## config.mk

```make
export PLATFORM = sky130hd
export DESIGN_NAME = snf_corner
export DESIGN_NICKNAME = d
export VERILOG_FILES = /design/src/hdl/assert_macros.svh /design/src/hdl/snf_pkg.sv /design/src/hdl/snf_corner.sv
export SDC_FILE = /design/constraint.sdc
export NUM_CORES = 2
export LEC_CHECK = 0
export ABC_CLOCK_PERIOD_IN_PS = 12600
export BUFFER_PORTS_ARGS = -buffer_cell sky130_fd_sc_hd__buf_2
export CAP_MARGIN = 20
export CORE_ASPECT_RATIO = 1.25
export CORE_UTILIZATION = 25
export CTS_CLUSTER_SIZE = 10
export DETAILED_ROUTE_END_ITERATION = 8
export PLACE_DENSITY = 0.49
export SLEW_MARGIN = 30
export SYNTH_ARGS = -nofsm -noshare
export SYNTH_HDL_FRONTEND = slang
export SYNTH_SLANG_ARGS = --single-unit
```

## constraint.sdc

```tcl
create_clock -name clk_i -period 12.6 [get_ports clk_i]
set_input_delay 1.26 -clock clk_i [delete_from_list [all_inputs] [get_ports clk_i]]
set_output_delay 1.26 -clock clk_i [all_outputs]
set_load 0.02 [all_outputs]
```

## src/hdl/assert_macros.svh

```systemverilog
// Assertion macros shared by the simplex noise RTL.
// Included by files that carry concurrent assertions; depends on nothing.
`ifndef ASSERT_MACROS_SVH
`define ASSERT_MACROS_SVH

// Same-cycle implication, disabled during reset.
`define SNF_ASSERT(lbl, clk, rst_n, ante, cons) \
  lbl: assert property (@(posedge clk) disable iff (!rst_n) (ante) |-> (cons)) \
    else $error("simplex noise assertion failed");

// Next-cycle implication, disabled during reset.
`define SNF_ASSERT_NEXT(lbl, clk, rst_n, ante, cons) \
  lbl: assert property (@(posedge clk) disable iff (!rst_n) (ante) |=> (cons)) \
    else $error("simplex noise assertion failed");

`endif

```

## src/hdl/snf_pkg.sv

```systemverilog
// Package for the simplex noise pipeline: widths, constants, tables and types.
// Depends on nothing; used by every RTL file of the block.
`timescale 1ns / 1ps
`default_nettype none

package snf_pkg;

  localparam int unsigned COORD_W = 24;
  localparam int unsigned R_W     = 11;
  localparam int unsigned CONTRIB_W = 27;

  // Reciprocals for exact truncating division of magnitudes by 3 and by 6.
  localparam logic [26:0] RECIP3 = 27'd89478486;
  localparam logic [29:0] RECIP6 = 30'd715827883;

  localparam logic [15:0] WEIGHT_BASE = 16'd39322;
  localparam logic [7:0]  BIAS_C0 = 8'd0;
  localparam logic [7:0]  BIAS_C1 = 8'd43;
  localparam logic [7:0]  BIAS_C2 = 8'd85;
  localparam logic [7:0]  BIAS_C3 = 8'd128;
  localparam logic [2:0]  OFF_NONE = 3'b000;
  localparam logic [2:0]  OFF_ALL  = 3'b111;

  localparam logic [1:0] AXIS_X = 2'd0;
  localparam logic [1:0] AXIS_Y = 2'd1;
  localparam logic [1:0] AXIS_Z = 2'd2;

  // Gradient table entry: {negate first, first axis, negate second, second axis}.
  localparam logic [5:0] GRAD_SEL [16] = '{
    {1'b0, AXIS_X, 1'b0, AXIS_Y}, {1'b0, AXIS_X, 1'b1, AXIS_Y},
    {1'b1, AXIS_X, 1'b0, AXIS_Y}, {1'b1, AXIS_X, 1'b1, AXIS_Y},
    {1'b0, AXIS_X, 1'b0, AXIS_Z}, {1'b0, AXIS_X, 1'b1, AXIS_Z},
    {1'b1, AXIS_X, 1'b0, AXIS_Z}, {1'b1, AXIS_X, 1'b1, AXIS_Z},
    {1'b0, AXIS_Y, 1'b0, AXIS_Z}, {1'b0, AXIS_Y, 1'b1, AXIS_Z},
    {1'b1, AXIS_Y, 1'b0, AXIS_Z}, {1'b1, AXIS_Y, 1'b1, AXIS_Z},
    {1'b0, AXIS_X, 1'b0, AXIS_Y}, {1'b1, AXIS_X, 1'b0, AXIS_Y},
    {1'b0, AXIS_Y, 1'b0, AXIS_Z}, {1'b0, AXIS_Y, 1'b1, AXIS_Z}
  };

  localparam logic [7:0] PERM [256] = '{
    8'd99, 8'd147, 8'd142, 8'd89, 8'd96, 8'd166, 8'd18, 8'd157,
    8'd66, 8'd229, 8'd25, 8'd161, 8'd139, 8'd10, 8'd236, 8'd101,
    8'd195, 8'd232, 8'd32, 8'd128, 8'd165, 8'd255, 8'd8, 8'd126,
    8'd239, 8'd163, 8'd112, 8'd180, 8'd234, 8'd85, 8'd191, 8'd189,
    8'd214, 8'd7, 8'd122, 8'd48, 8'd111, 8'd202, 8'd199, 8'd196,
    8'd47, 8'd219, 8'd9, 8'd84, 8'd127, 8'd21, 8'd50, 8'd17,
    8'd186, 8'd97, 8'd225, 8'd123, 8'd194, 8'd170, 8'd223, 8'd107,
    8'd38, 8'd28, 8'd230, 8'd154, 8'd177, 8'd45, 8'd27, 8'd51,
    8'd151, 8'd164, 8'd133, 8'd61, 8'd222, 8'd173, 8'd149, 8'd39,
    8'd156, 8'd42, 8'd200, 8'd49, 8'd141, 8'd224, 8'd117, 8'd108,
    8'd159, 8'd118, 8'd1, 8'd150, 8'd71, 8'd60, 8'd208, 8'd35,
    8'd78, 8'd52, 8'd210, 8'd217, 8'd197, 8'd0, 8'd231, 8'd94,
    8'd31, 8'd148, 8'd30, 8'd119, 8'd82, 8'd175, 8'd201, 8'd6,
    8'd138, 8'd36, 8'd20, 8'd220, 8'd22, 8'd242, 8'd233, 8'd16,
    8'd247, 8'd250, 8'd168, 8'd131, 8'd244, 8'd241, 8'd14, 8'd162,
    8'd121, 8'd87, 8'd221, 8'd57, 8'd206, 8'd120, 8'd238, 8'd92,
    8'd41, 8'd93, 8'd77, 8'd26, 8'd73, 8'd100, 8'd169, 8'd145,
    8'd80, 8'd63, 8'd205, 8'd3, 8'd227, 8'd179, 8'd209, 8'd103,
    8'd67, 8'd37, 8'd56, 8'd167, 8'd104, 8'd55, 8'd116, 8'd198,
    8'd98, 8'd171, 8'd15, 8'd146, 8'd34, 8'd207, 8'd213, 8'd129,
    8'd245, 8'd155, 8'd23, 8'd132, 8'd228, 8'd113, 8'd44, 8'd4,
    8'd19, 8'd115, 8'd72, 8'd90, 8'd102, 8'd187, 8'd134, 8'd105,
    8'd181, 8'd64, 8'd124, 8'd91, 8'd212, 8'd65, 8'd160, 8'd243,
    8'd183, 8'd204, 8'd211, 8'd59, 8'd193, 8'd53, 8'd24, 8'd136,
    8'd83, 8'd158, 8'd29, 8'd33, 8'd74, 8'd62, 8'd252, 8'd144,
    8'd185, 8'd86, 8'd79, 8'd248, 8'd226, 8'd216, 8'd237, 8'd95,
    8'd140, 8'd215, 8'd12, 8'd184, 8'd188, 8'd249, 8'd40, 8'd240,
    8'd172, 8'd43, 8'd253, 8'd246, 8'd153, 8'd75, 8'd5, 8'd46,
    8'd13, 8'd251, 8'd70, 8'd109, 8'd190, 8'd114, 8'd106, 8'd192,
    8'd58, 8'd182, 8'd135, 8'd54, 8'd152, 8'd69, 8'd178, 8'd203,
    8'd130, 8'd81, 8'd76, 8'd174, 8'd254, 8'd235, 8'd137, 8'd143,
    8'd218, 8'd2, 8'd176, 8'd68, 8'd125, 8'd11, 8'd110, 8'd88
  };

  // Cell indices (low 8 bits), offsets from the origin corner, and corner orders.
  typedef struct packed {
    logic [7:0]            ix;
    logic [7:0]            iy;
    logic [7:0]            iz;
    logic signed [R_W-1:0] rx;
    logic signed [R_W-1:0] ry;
    logic signed [R_W-1:0] rz;
    logic [2:0]            off_a;
    logic [2:0]            off_b;
  } snf_point_t;

endpackage

`default_nettype wire

```

## src/hdl/snf_corner.sv

```systemverilog
// One simplex corner: permutation hash, falloff weight and gradient product.
// Six register stages. Depends on snf_pkg.
`timescale 1ns / 1ps
`default_nettype none

module snf_corner (
  input  logic                                   clk_i,
  input  logic                                   en_i,
  input  snf_pkg::snf_point_t                    pt_i,
  input  logic [2:0]                             off_i,
  input  logic [7:0]                             bias_i,
  output logic signed [snf_pkg::CONTRIB_W-1:0]   contrib_o
);

  localparam int unsigned RW = snf_pkg::R_W;

  logic [7:0]          idx_d [3];
  logic signed [RW-1:0] rin_d [3];
  logic [7:0]          grid_d [3];
  logic signed [11:0]  rc_d [3];

  assign idx_d = '{pt_i.ix, pt_i.iy, pt_i.iz};
  assign rin_d = '{pt_i.rx, pt_i.ry, pt_i.rz};

  always_comb begin
    for (int a = 0; a < 3; a++) begin
      grid_d[a] = idx_d[a] + {7'd0, off_i[a]};
      rc_d[a]   = 12'(rin_d[a]) - (off_i[a] ? 12'sd256 : 12'sd0)
                + $signed({4'd0, bias_i});
    end
  end

  // Stage 1: first hash level.
  logic [7:0]           h1_q, gy1_q, gz1_q;
  logic signed [RW-1:0] r1_q [3];

  always_ff @(posedge clk_i) begin
    if (en_i) begin
      h1_q  <= snf_pkg::PERM[grid_d[0]];
      gy1_q <= grid_d[1];
      gz1_q <= grid_d[2];
      for (int a = 0; a < 3; a++) begin
        r1_q[a] <= rc_d[a][RW-1:0];
      end
    end
  end

  // Stage 2: second hash level and squared offsets.
  logic [7:0]           h2_q, gz2_q;
  logic signed [RW-1:0] r2_q [3];
  logic [16:0]          sq2_q [3];
  logic signed [21:0]   sqf_d [3];

  always_comb begin
    for (int a = 0; a < 3; a++) begin
      sqf_d[a] = 22'(r1_q[a]) * 22'(r1_q[a]);
    end
  end

  always_ff @(posedge clk_i) begin
    if (en_i) begin
      h2_q  <= snf_pkg::PERM[8'(gy1_q + h1_q)];
      gz2_q <= gz1_q;
      r2_q  <= r1_q;
      for (int a = 0; a < 3; a++) begin
        sq2_q[a] <= sqf_d[a][16:0];
      end
    end
  end

  // Stage 3: last hash level and weight; a non-positive weight becomes zero.
  logic [3:0]           h3_q;
  logic signed [RW-1:0] r3_q [3];
  logic [15:0]          w3_q;
  logic signed [19:0]   w_d;
  logic [7:0]           h3_d;

  assign w_d  = $signed({4'd0, snf_pkg::WEIGHT_BASE}) - $signed({3'd0, sq2_q[0]})
              - $signed({3'd0, sq2_q[1]}) - $signed({3'd0, sq2_q[2]});
  assign h3_d = snf_pkg::PERM[8'(gz2_q + h2_q)];

  always_ff @(posedge clk_i) begin
    if (en_i) begin
      h3_q <= h3_d[3:0];
      r3_q <= r2_q;
      w3_q <= (w_d > 20'sd0) ? w_d[15:0] : 16'd0;
    end
  end

  // Stage 4: first squaring of the weight and gradient sum.
  logic [31:0]        wsq_d;
  logic [5:0]         gsel_d;
  logic signed [11:0] t1_d, t2_d;
  logic [14:0]        w2_q;
  logic signed [11:0] g4_q;

  function automatic logic signed [11:0] pick(input logic [1:0] axis,
                                              input logic signed [RW-1:0] rx,
                                              input logic signed [RW-1:0] ry,
                                              input logic signed [RW-1:0] rz);
    logic signed [11:0] v;
    unique case (axis)
      snf_pkg::AXIS_X: v = 12'(rx);
      snf_pkg::AXIS_Y: v = 12'(ry);
      snf_pkg::AXIS_Z: v = 12'(rz);
      default:         v = 12'sd0;
    endcase
    return v;
  endfunction

  always_comb begin
    wsq_d  = 32'(w3_q) * 32'(w3_q) + 32'd32768;
    gsel_d = snf_pkg::GRAD_SEL[h3_q];
    t1_d   = pick(gsel_d[4:3], r3_q[0], r3_q[1], r3_q[2]);
    t2_d   = pick(gsel_d[1:0], r3_q[0], r3_q[1], r3_q[2]);
    if (gsel_d[5]) begin
      t1_d = -t1_d;
    end
    if (gsel_d[2]) begin
      t2_d = -t2_d;
    end
  end

  always_ff @(posedge clk_i) begin
    if (en_i) begin
      w2_q <= wsq_d[30:16];
      g4_q <= t1_d + t2_d;
    end
  end

  // Stage 5: second squaring.
  logic [29:0]        w4sq_d;
  logic [13:0]        w4_q;
  logic signed [11:0] g5_q;

  assign w4sq_d = 30'(w2_q) * 30'(w2_q) + 30'd32768;

  always_ff @(posedge clk_i) begin
    if (en_i) begin
      w4_q <= w4sq_d[29:16];
      g5_q <= g4_q;
    end
  end

  // Stage 6: weighted gradient.
  logic signed [snf_pkg::CONTRIB_W-1:0] contrib_q;

  always_ff @(posedge clk_i) begin
    if (en_i) begin
      contrib_q <= 27'($signed({1'b0, w4_q})) * 27'(g5_q);
    end
  end

  assign contrib_o = contrib_q;

endmodule

`default_nettype wire

```

* Word-level counts from Yosys, hierarchy flattened
Memories as Yosys holds them, arrays and structs flattened. A register that Yosys moved wholly into a read port is not among the register bits.
Index checks and enable logic that the tools add are counted.
** Word-level totals
- Logic and storage cells :: 71
- RAM bits :: 51
- Input port bits :: 76
- ROM bits :: 6240
- Memories :: 5
- Flip-flop bits (word level) :: 219
- Output and inout bits :: 27
** Cells by class
- $mul :: 6
- Reductions and logical operators :: 2
- Equal/unequal tests :: 4
- Mux-type cells :: 11
- Bitwise gates (word level) :: 4
- Magnitude comparators :: 2
- $add $sub $neg :: 19
** Memories
- (no name shown) :: words 256, width 8, read ports 1, clocked after Yosys merged registers in 1, write ports 0, line snf_corner.sv:80 : assign h3_d = snf_pkg::PERM[8'(gz2_q + h2_q)];
- (no name shown) :: words 256, width 8, read ports 1, clocked after Yosys merged registers in 1, write ports 0, line snf_corner.sv:62 : h2_q <= snf_pkg::PERM[8'(gy1_q + h1_q)];
- (no name shown) :: words 256, width 8, read ports 1, clocked after Yosys merged registers in 1, write ports 0, line snf_corner.sv:39 : h1_q <= snf_pkg::PERM[grid_d[0]];
- (no name shown) :: words 16, width 6, read ports 1, clocked after Yosys merged registers in 0, write ports 0, line snf_corner.sv:113 : gsel_d = snf_pkg::GRAD_SEL[h3_q];
- sq2_q :: words 3, width 17, read ports 3, clocked after Yosys merged registers in 0, write ports 3, line snf_corner.sv:51 : logic [16:0] sq2_q [3];
** Operator list (count)
- case mux 12 bit (3 select lines) :: 2
- multiplier 11 x 11 -> 17 bit :: 3
- adder 11 x 9 -> 11 bit :: 3
- subtractor 11 x 10 -> 11 bit :: 3
- adder 31 x 16 -> 31 bit, second input constant :: 1
- multiplier 16 x 16 -> 31 bit :: 1
- adder 30 x 16 -> 30 bit, second input constant :: 1
- multiplier 15 x 15 -> 30 bit :: 1
- multiplier 15 x 12 -> 27 bit :: 1
- two-way mux 9 bit :: 3
- NOT 8 -> 9 bit :: 3
- adder 8 x 1 -> 8 bit :: 3
- two-way mux 12 bit :: 2
- negator 12 bit :: 2
- greater-than comparator 20 x 1 -> 1 bit, second input constant :: 1
- subtractor 19 x 18 -> 20 bit :: 1
- subtractor 18 x 18 -> 19 bit :: 1
- subtractor 16 x 17 -> 18 bit, first input constant :: 1
- adder 8 bit :: 2
- adder 12 bit :: 1
- two-way mux 6 bit :: 2
- >= comparator 5 bit, second input constant :: 1
- NOT 4 -> 5 bit :: 1
- equality test 2 x 1 -> 1 bit, second input constant :: 2
- other kinds (3) :: 6

* Longest topological paths before layout
- Word-level depth :: 9
- Mapped depth :: 25
- Depth with buffers taken out :: 23

* Worst setup path after synthesis
OpenSTA, ideal clock, no wires.
- Path kind :: reg-to-reg
- Start point :: reg w3_q[11]
- End point :: reg w2_q[9], data pin
- Stages on the path, launching flop included :: 21
- Slack :: 6.539 ns
- Library setup time :: 0.266 ns
- Clock period less this slack :: 6.061 ns
- Buffers on the path :: 1
- Arrival time :: 5.795 ns
- Data required time :: 12.334 ns
- Cell sequence :: edfxtp_1 -> clkbuf_1 -> and2_1 -> fa_1 -> inv_1 -> fa_1 -> inv_1 -> fa_1 -> fa_1 -> fa_1 -> inv_1 -> fa_1 -> inv_1 -> ha_1 -> a2111oi_0 -> o21ai_0 -> a211oi_1 -> a2111oi_0 -> a211o_1 -> o41ai_1 -> xnor2_1
** On the way
- Word-level cells in the longest chain between the ends :: 2
** RTL lines
- from (decl) :: line snf_corner.sv:74 : logic [15:0] w3_q;
- from (signal assigned) :: line snf_corner.sv:86 : w3_q <= (w_d > 20'sd0) ? w_d[15:0] : 16'd0;
- multiplier 16 x 16 -> 31 bit :: line snf_corner.sv:112 : wsq_d = 32'(w3_q) * 32'(w3_q) + 32'd32768;
- adder 31 x 16 -> 31 bit :: line snf_corner.sv:112
- via wsq_d[25] :: line snf_corner.sv:91 : logic [31:0] wsq_d;
- to (signal assigned) :: line snf_corner.sv:126 : w2_q <= wsq_d[30:16];
- to (decl) :: line snf_corner.sv:94 : logic [14:0] w2_q;
The timed path passes the listed nets, and every way through them passes these cells.
A chain may end at the register's enable or synchronous reset.

* Worst setup path after layout
- Start point :: reg w3_q[3]
- End point :: reg w2_q[9], data pin
The elaborated chain is that of the path after synthesis.

==> metrics <==
routing usage on met3 0.0147; list of most frequent post-synthesis cells 1095 x inv_1, 651 x fa_1, 547 x ha_1, 540 x nand2_1, 284 x edfxtp_1; fill count around 22000; CTS Hold Bufs 0; Max Freq 142 MHz; unrepaired setup endpoints after global routing false; Non-Filler Instances 8316; postcts setup bufs 0; crit share post-route 0.560; Setup WS pre-CTS around 5.6 ns; top cell type by total area after synthesis fa_1; most numerous cell in the Yosys netlist inv_1; DP HPWL just over 100000 um; Slew Limit Fails 0; Most Crowded Layer GR met2; Synth Warn # 0; Relative slew margins 0.294; fin nets between 6000 and 7000; total grt overflow 0; largest net degree at the start of global routing 80; drt first pass iters 5; die area about 210000 um2; Worst-path clk slew approximately 0.07 ns; min Tclk post-route just over 7 ns; num rows between 150 and 200; final setup margin about 5.5 ns; Final setup viols 0; met2 GRT Util 0.235; crit path kind flip-flop to flip-flop; initial antenna violation count 1; die span in y between 500 and 600 um; Seq/Total Area, Yosys 0.168; Initial Util 0.252; Crit. Startpoint w3_q[3]; syn_nets ~7000; Hold Path Class flip-flop to flip-flop; root buf cell clkbuf_16; worst reg-to-reg setup slack roughly 5.5 ns; Post-Place Cells 8244; final-report hold violation count 0; critical-path cell list inv_1 -> nor2_1 -> inv_1 -> fa_1 -> fa_1 -> fa_1 -> inv_1 -> fa_1 -> fa_1 -> inv_1 -> fa_1 -> inv_1 -> ha_1 -> a2111oi_0 -> o21ai_0 -> a211oi_1 -> a2111oi_0 -> a211o_1 -> o41ai_1 -> xnor2_1; share of layout cells above drive strength 1 0.0568; Setup crit end w2_q[9]; drt wl/cell between 15 and 20 um; leading post-synthesis cells by cell area fa_1 26%, edfxtp_1 17%, ha_1 13%; Mean Syn Cell Area 8.96 um2; clock latency on the worst-skew pair around 0.6 ns; status complete, no violations; total core area 202000 um2; Remaining DRCs 0; post-synth cell types 107; die width around 410 um; number of I/O pins 103; most frequent CP cell fa_1; WHS 0.409 ns; setup TNS 0 ns; worst slew pin tran 1.06 ns; area delta synth->final 8.96%; R2R Path Start w3_q[3]; share of the synthesized area in the top cell type 0.256; Critical path buffers and inverters 5; CTS resizes 0; worst-path fanout max 14; FF-to-FF End w2_q[9]; vias in the first global route between 40000 and 50000; max_cap viols 0; global-route wire length before repair between 200000 and 250000 um; met1 Resource Use GR 0.170; register bit total from synthesis between 200 and 300; Routed WL approximately 140000 um; cell with the largest stage delay on the worst path edfxtp_1; crit start category flip-flop; Most used DFF post-synth edfxtp_1; ys async rst share 0; CTS Sinks between 200 and 300; vias roughly 40000; PortBufs between 90 and 100; H-tree Lvls 2; Post-Syn Area 50900 um2; Req. time, crit path 12.94 ns; critical path endpoint category flip-flop; Inserted Clock Buffers slightly above 40; Mapped Cells between 5000 and 6000; GP Congestion slightly above 0.9; TritonCTS clock tree built; Routed Antenna Nets 0; number of cells on the critical path 20; Worst path max stage delay around 0.8 ns; Worst R2R Path Depth 20; Post-synth EDFFs between 200 and 300; Worst EP arrival 7.40 ns; All-Layer GR Usage 0.135; CTS max path bufs 3; CP delay by family, top adder cells; clock skew slightly above 0.03 ns; Initial DRC Count between 2000 and 3000; Avg Vias per Cell between 4 and 5
## cells by family (layout without fill, tap and decap cells)
logic type	count (synthesis)	in the layout	synth area share
other	0	2	0
AO/OA/AOI/OAI	1020	1020	0.137
AND/OR/NAND/NOR	1464	1464	0.139
flip-flops	284	284	0.168
buffers and inverters	1387	1322	0.105
adder cells (fa/ha/maj)	1199	1199	0.391
XOR/XNOR	266	266	0.0471
multiplexers	62	62	0.0140
## cells in the final DEF, fill, tap and decap left out, types with 29 or more instances in the layout
cell type	netlist	routed
nor2_1	257	256
clkbuf_16	0	41
ha_1	547	546
a31oi_1	57	57
nor3_1	88	88
xnor2_1	190	185
a21oi_1	241	240
or3_1	33	33
fa_1	651	651
buf_2	69	95
o21ai_0	176	176
o211ai_1	71	71
and3_1	29	29
a211oi_1	43	43
buf_4	4	55
nand2b_1	42	42
xor2_1	70	65
a311oi_1	30	30
nand3_1	86	86
a21o_1	45	45
mux2i_1	43	43
inv_1	1095	1095
and2_1	238	238
nand2_1	540	539
edfxtp_1	284	284
nor2b_1	39	39
## registers in the layout, indices dropped and copies added, names as in the netlist
| signal | cells |
|---|---|
| r1_q | 33 |
| w2_q | 15 |
| gz1_q | 8 |
| sq2_q | 45 |
| w3_q | 16 |
| w4_q | 14 |
| gz2_q | 8 |
| g4_q | 12 |
| r3_q | 33 |
| contrib_o | 27 |
| h2_q | 8 |
| gy1_q | 8 |
| h3_q | 4 |
| g5_q | 12 |
| h1_q | 8 |
| r2_q | 33 |
## how the worst min path moves through the flow
stage | from | end | depth (start not counted)
detailed placement | r2_q[26] | r3_q[26] | 0
global placement | r2_q[17] | r3_q[17] | 0
CTS | r2_q[3] | r3_q[3] | 0
global route | r2_q[28] | r3_q[28] | 0
finish | r2_q[2] | r3_q[2] | 0
floorplan | g4_q[0] | g5_q[0] | 0
## through the flow
step                area (um2)  utilization
CTS                      55400        0.275
detailed placement       54100        0.268
global placement         54100        0.268
global route             55500        0.275
floorplan                50900            -
finish                   55500        0.275
## layout make-up
cell class / instances / area, um2 / area share
antenna: 2 / 5.00 / 0.0000902
clock buffer: 48 / 1050 / 0.0190
clock inverter: 21 / 245 / 0.00442
inverter: 1101 / 4130 / 0.0745
multi-input combinational: 4011 / 37200 / 0.671
sequential: 284 / 8530 / 0.154
tap: 2697 / 3370 / 0.0608
timing repair buffer: 152 / 931 / 0.0168
## metal layers
| metal | wire [um] | vias up | share of wire |
|---|---|---|---|
| met5 | 0 | - | 0 |
| met4 | 5280 | 0 | 0.038 |
| met3 | 7000 | 311 | 0.051 |
| met2 | 68000 | 1268 | 0.49 |
| met1 | 57500 | 19500 | 0.42 |
| li1 | - | 18600 | - |
Power is not shown: default switching activity piles up to over one toggle a cycle in this logic, so the estimate is an artifact.
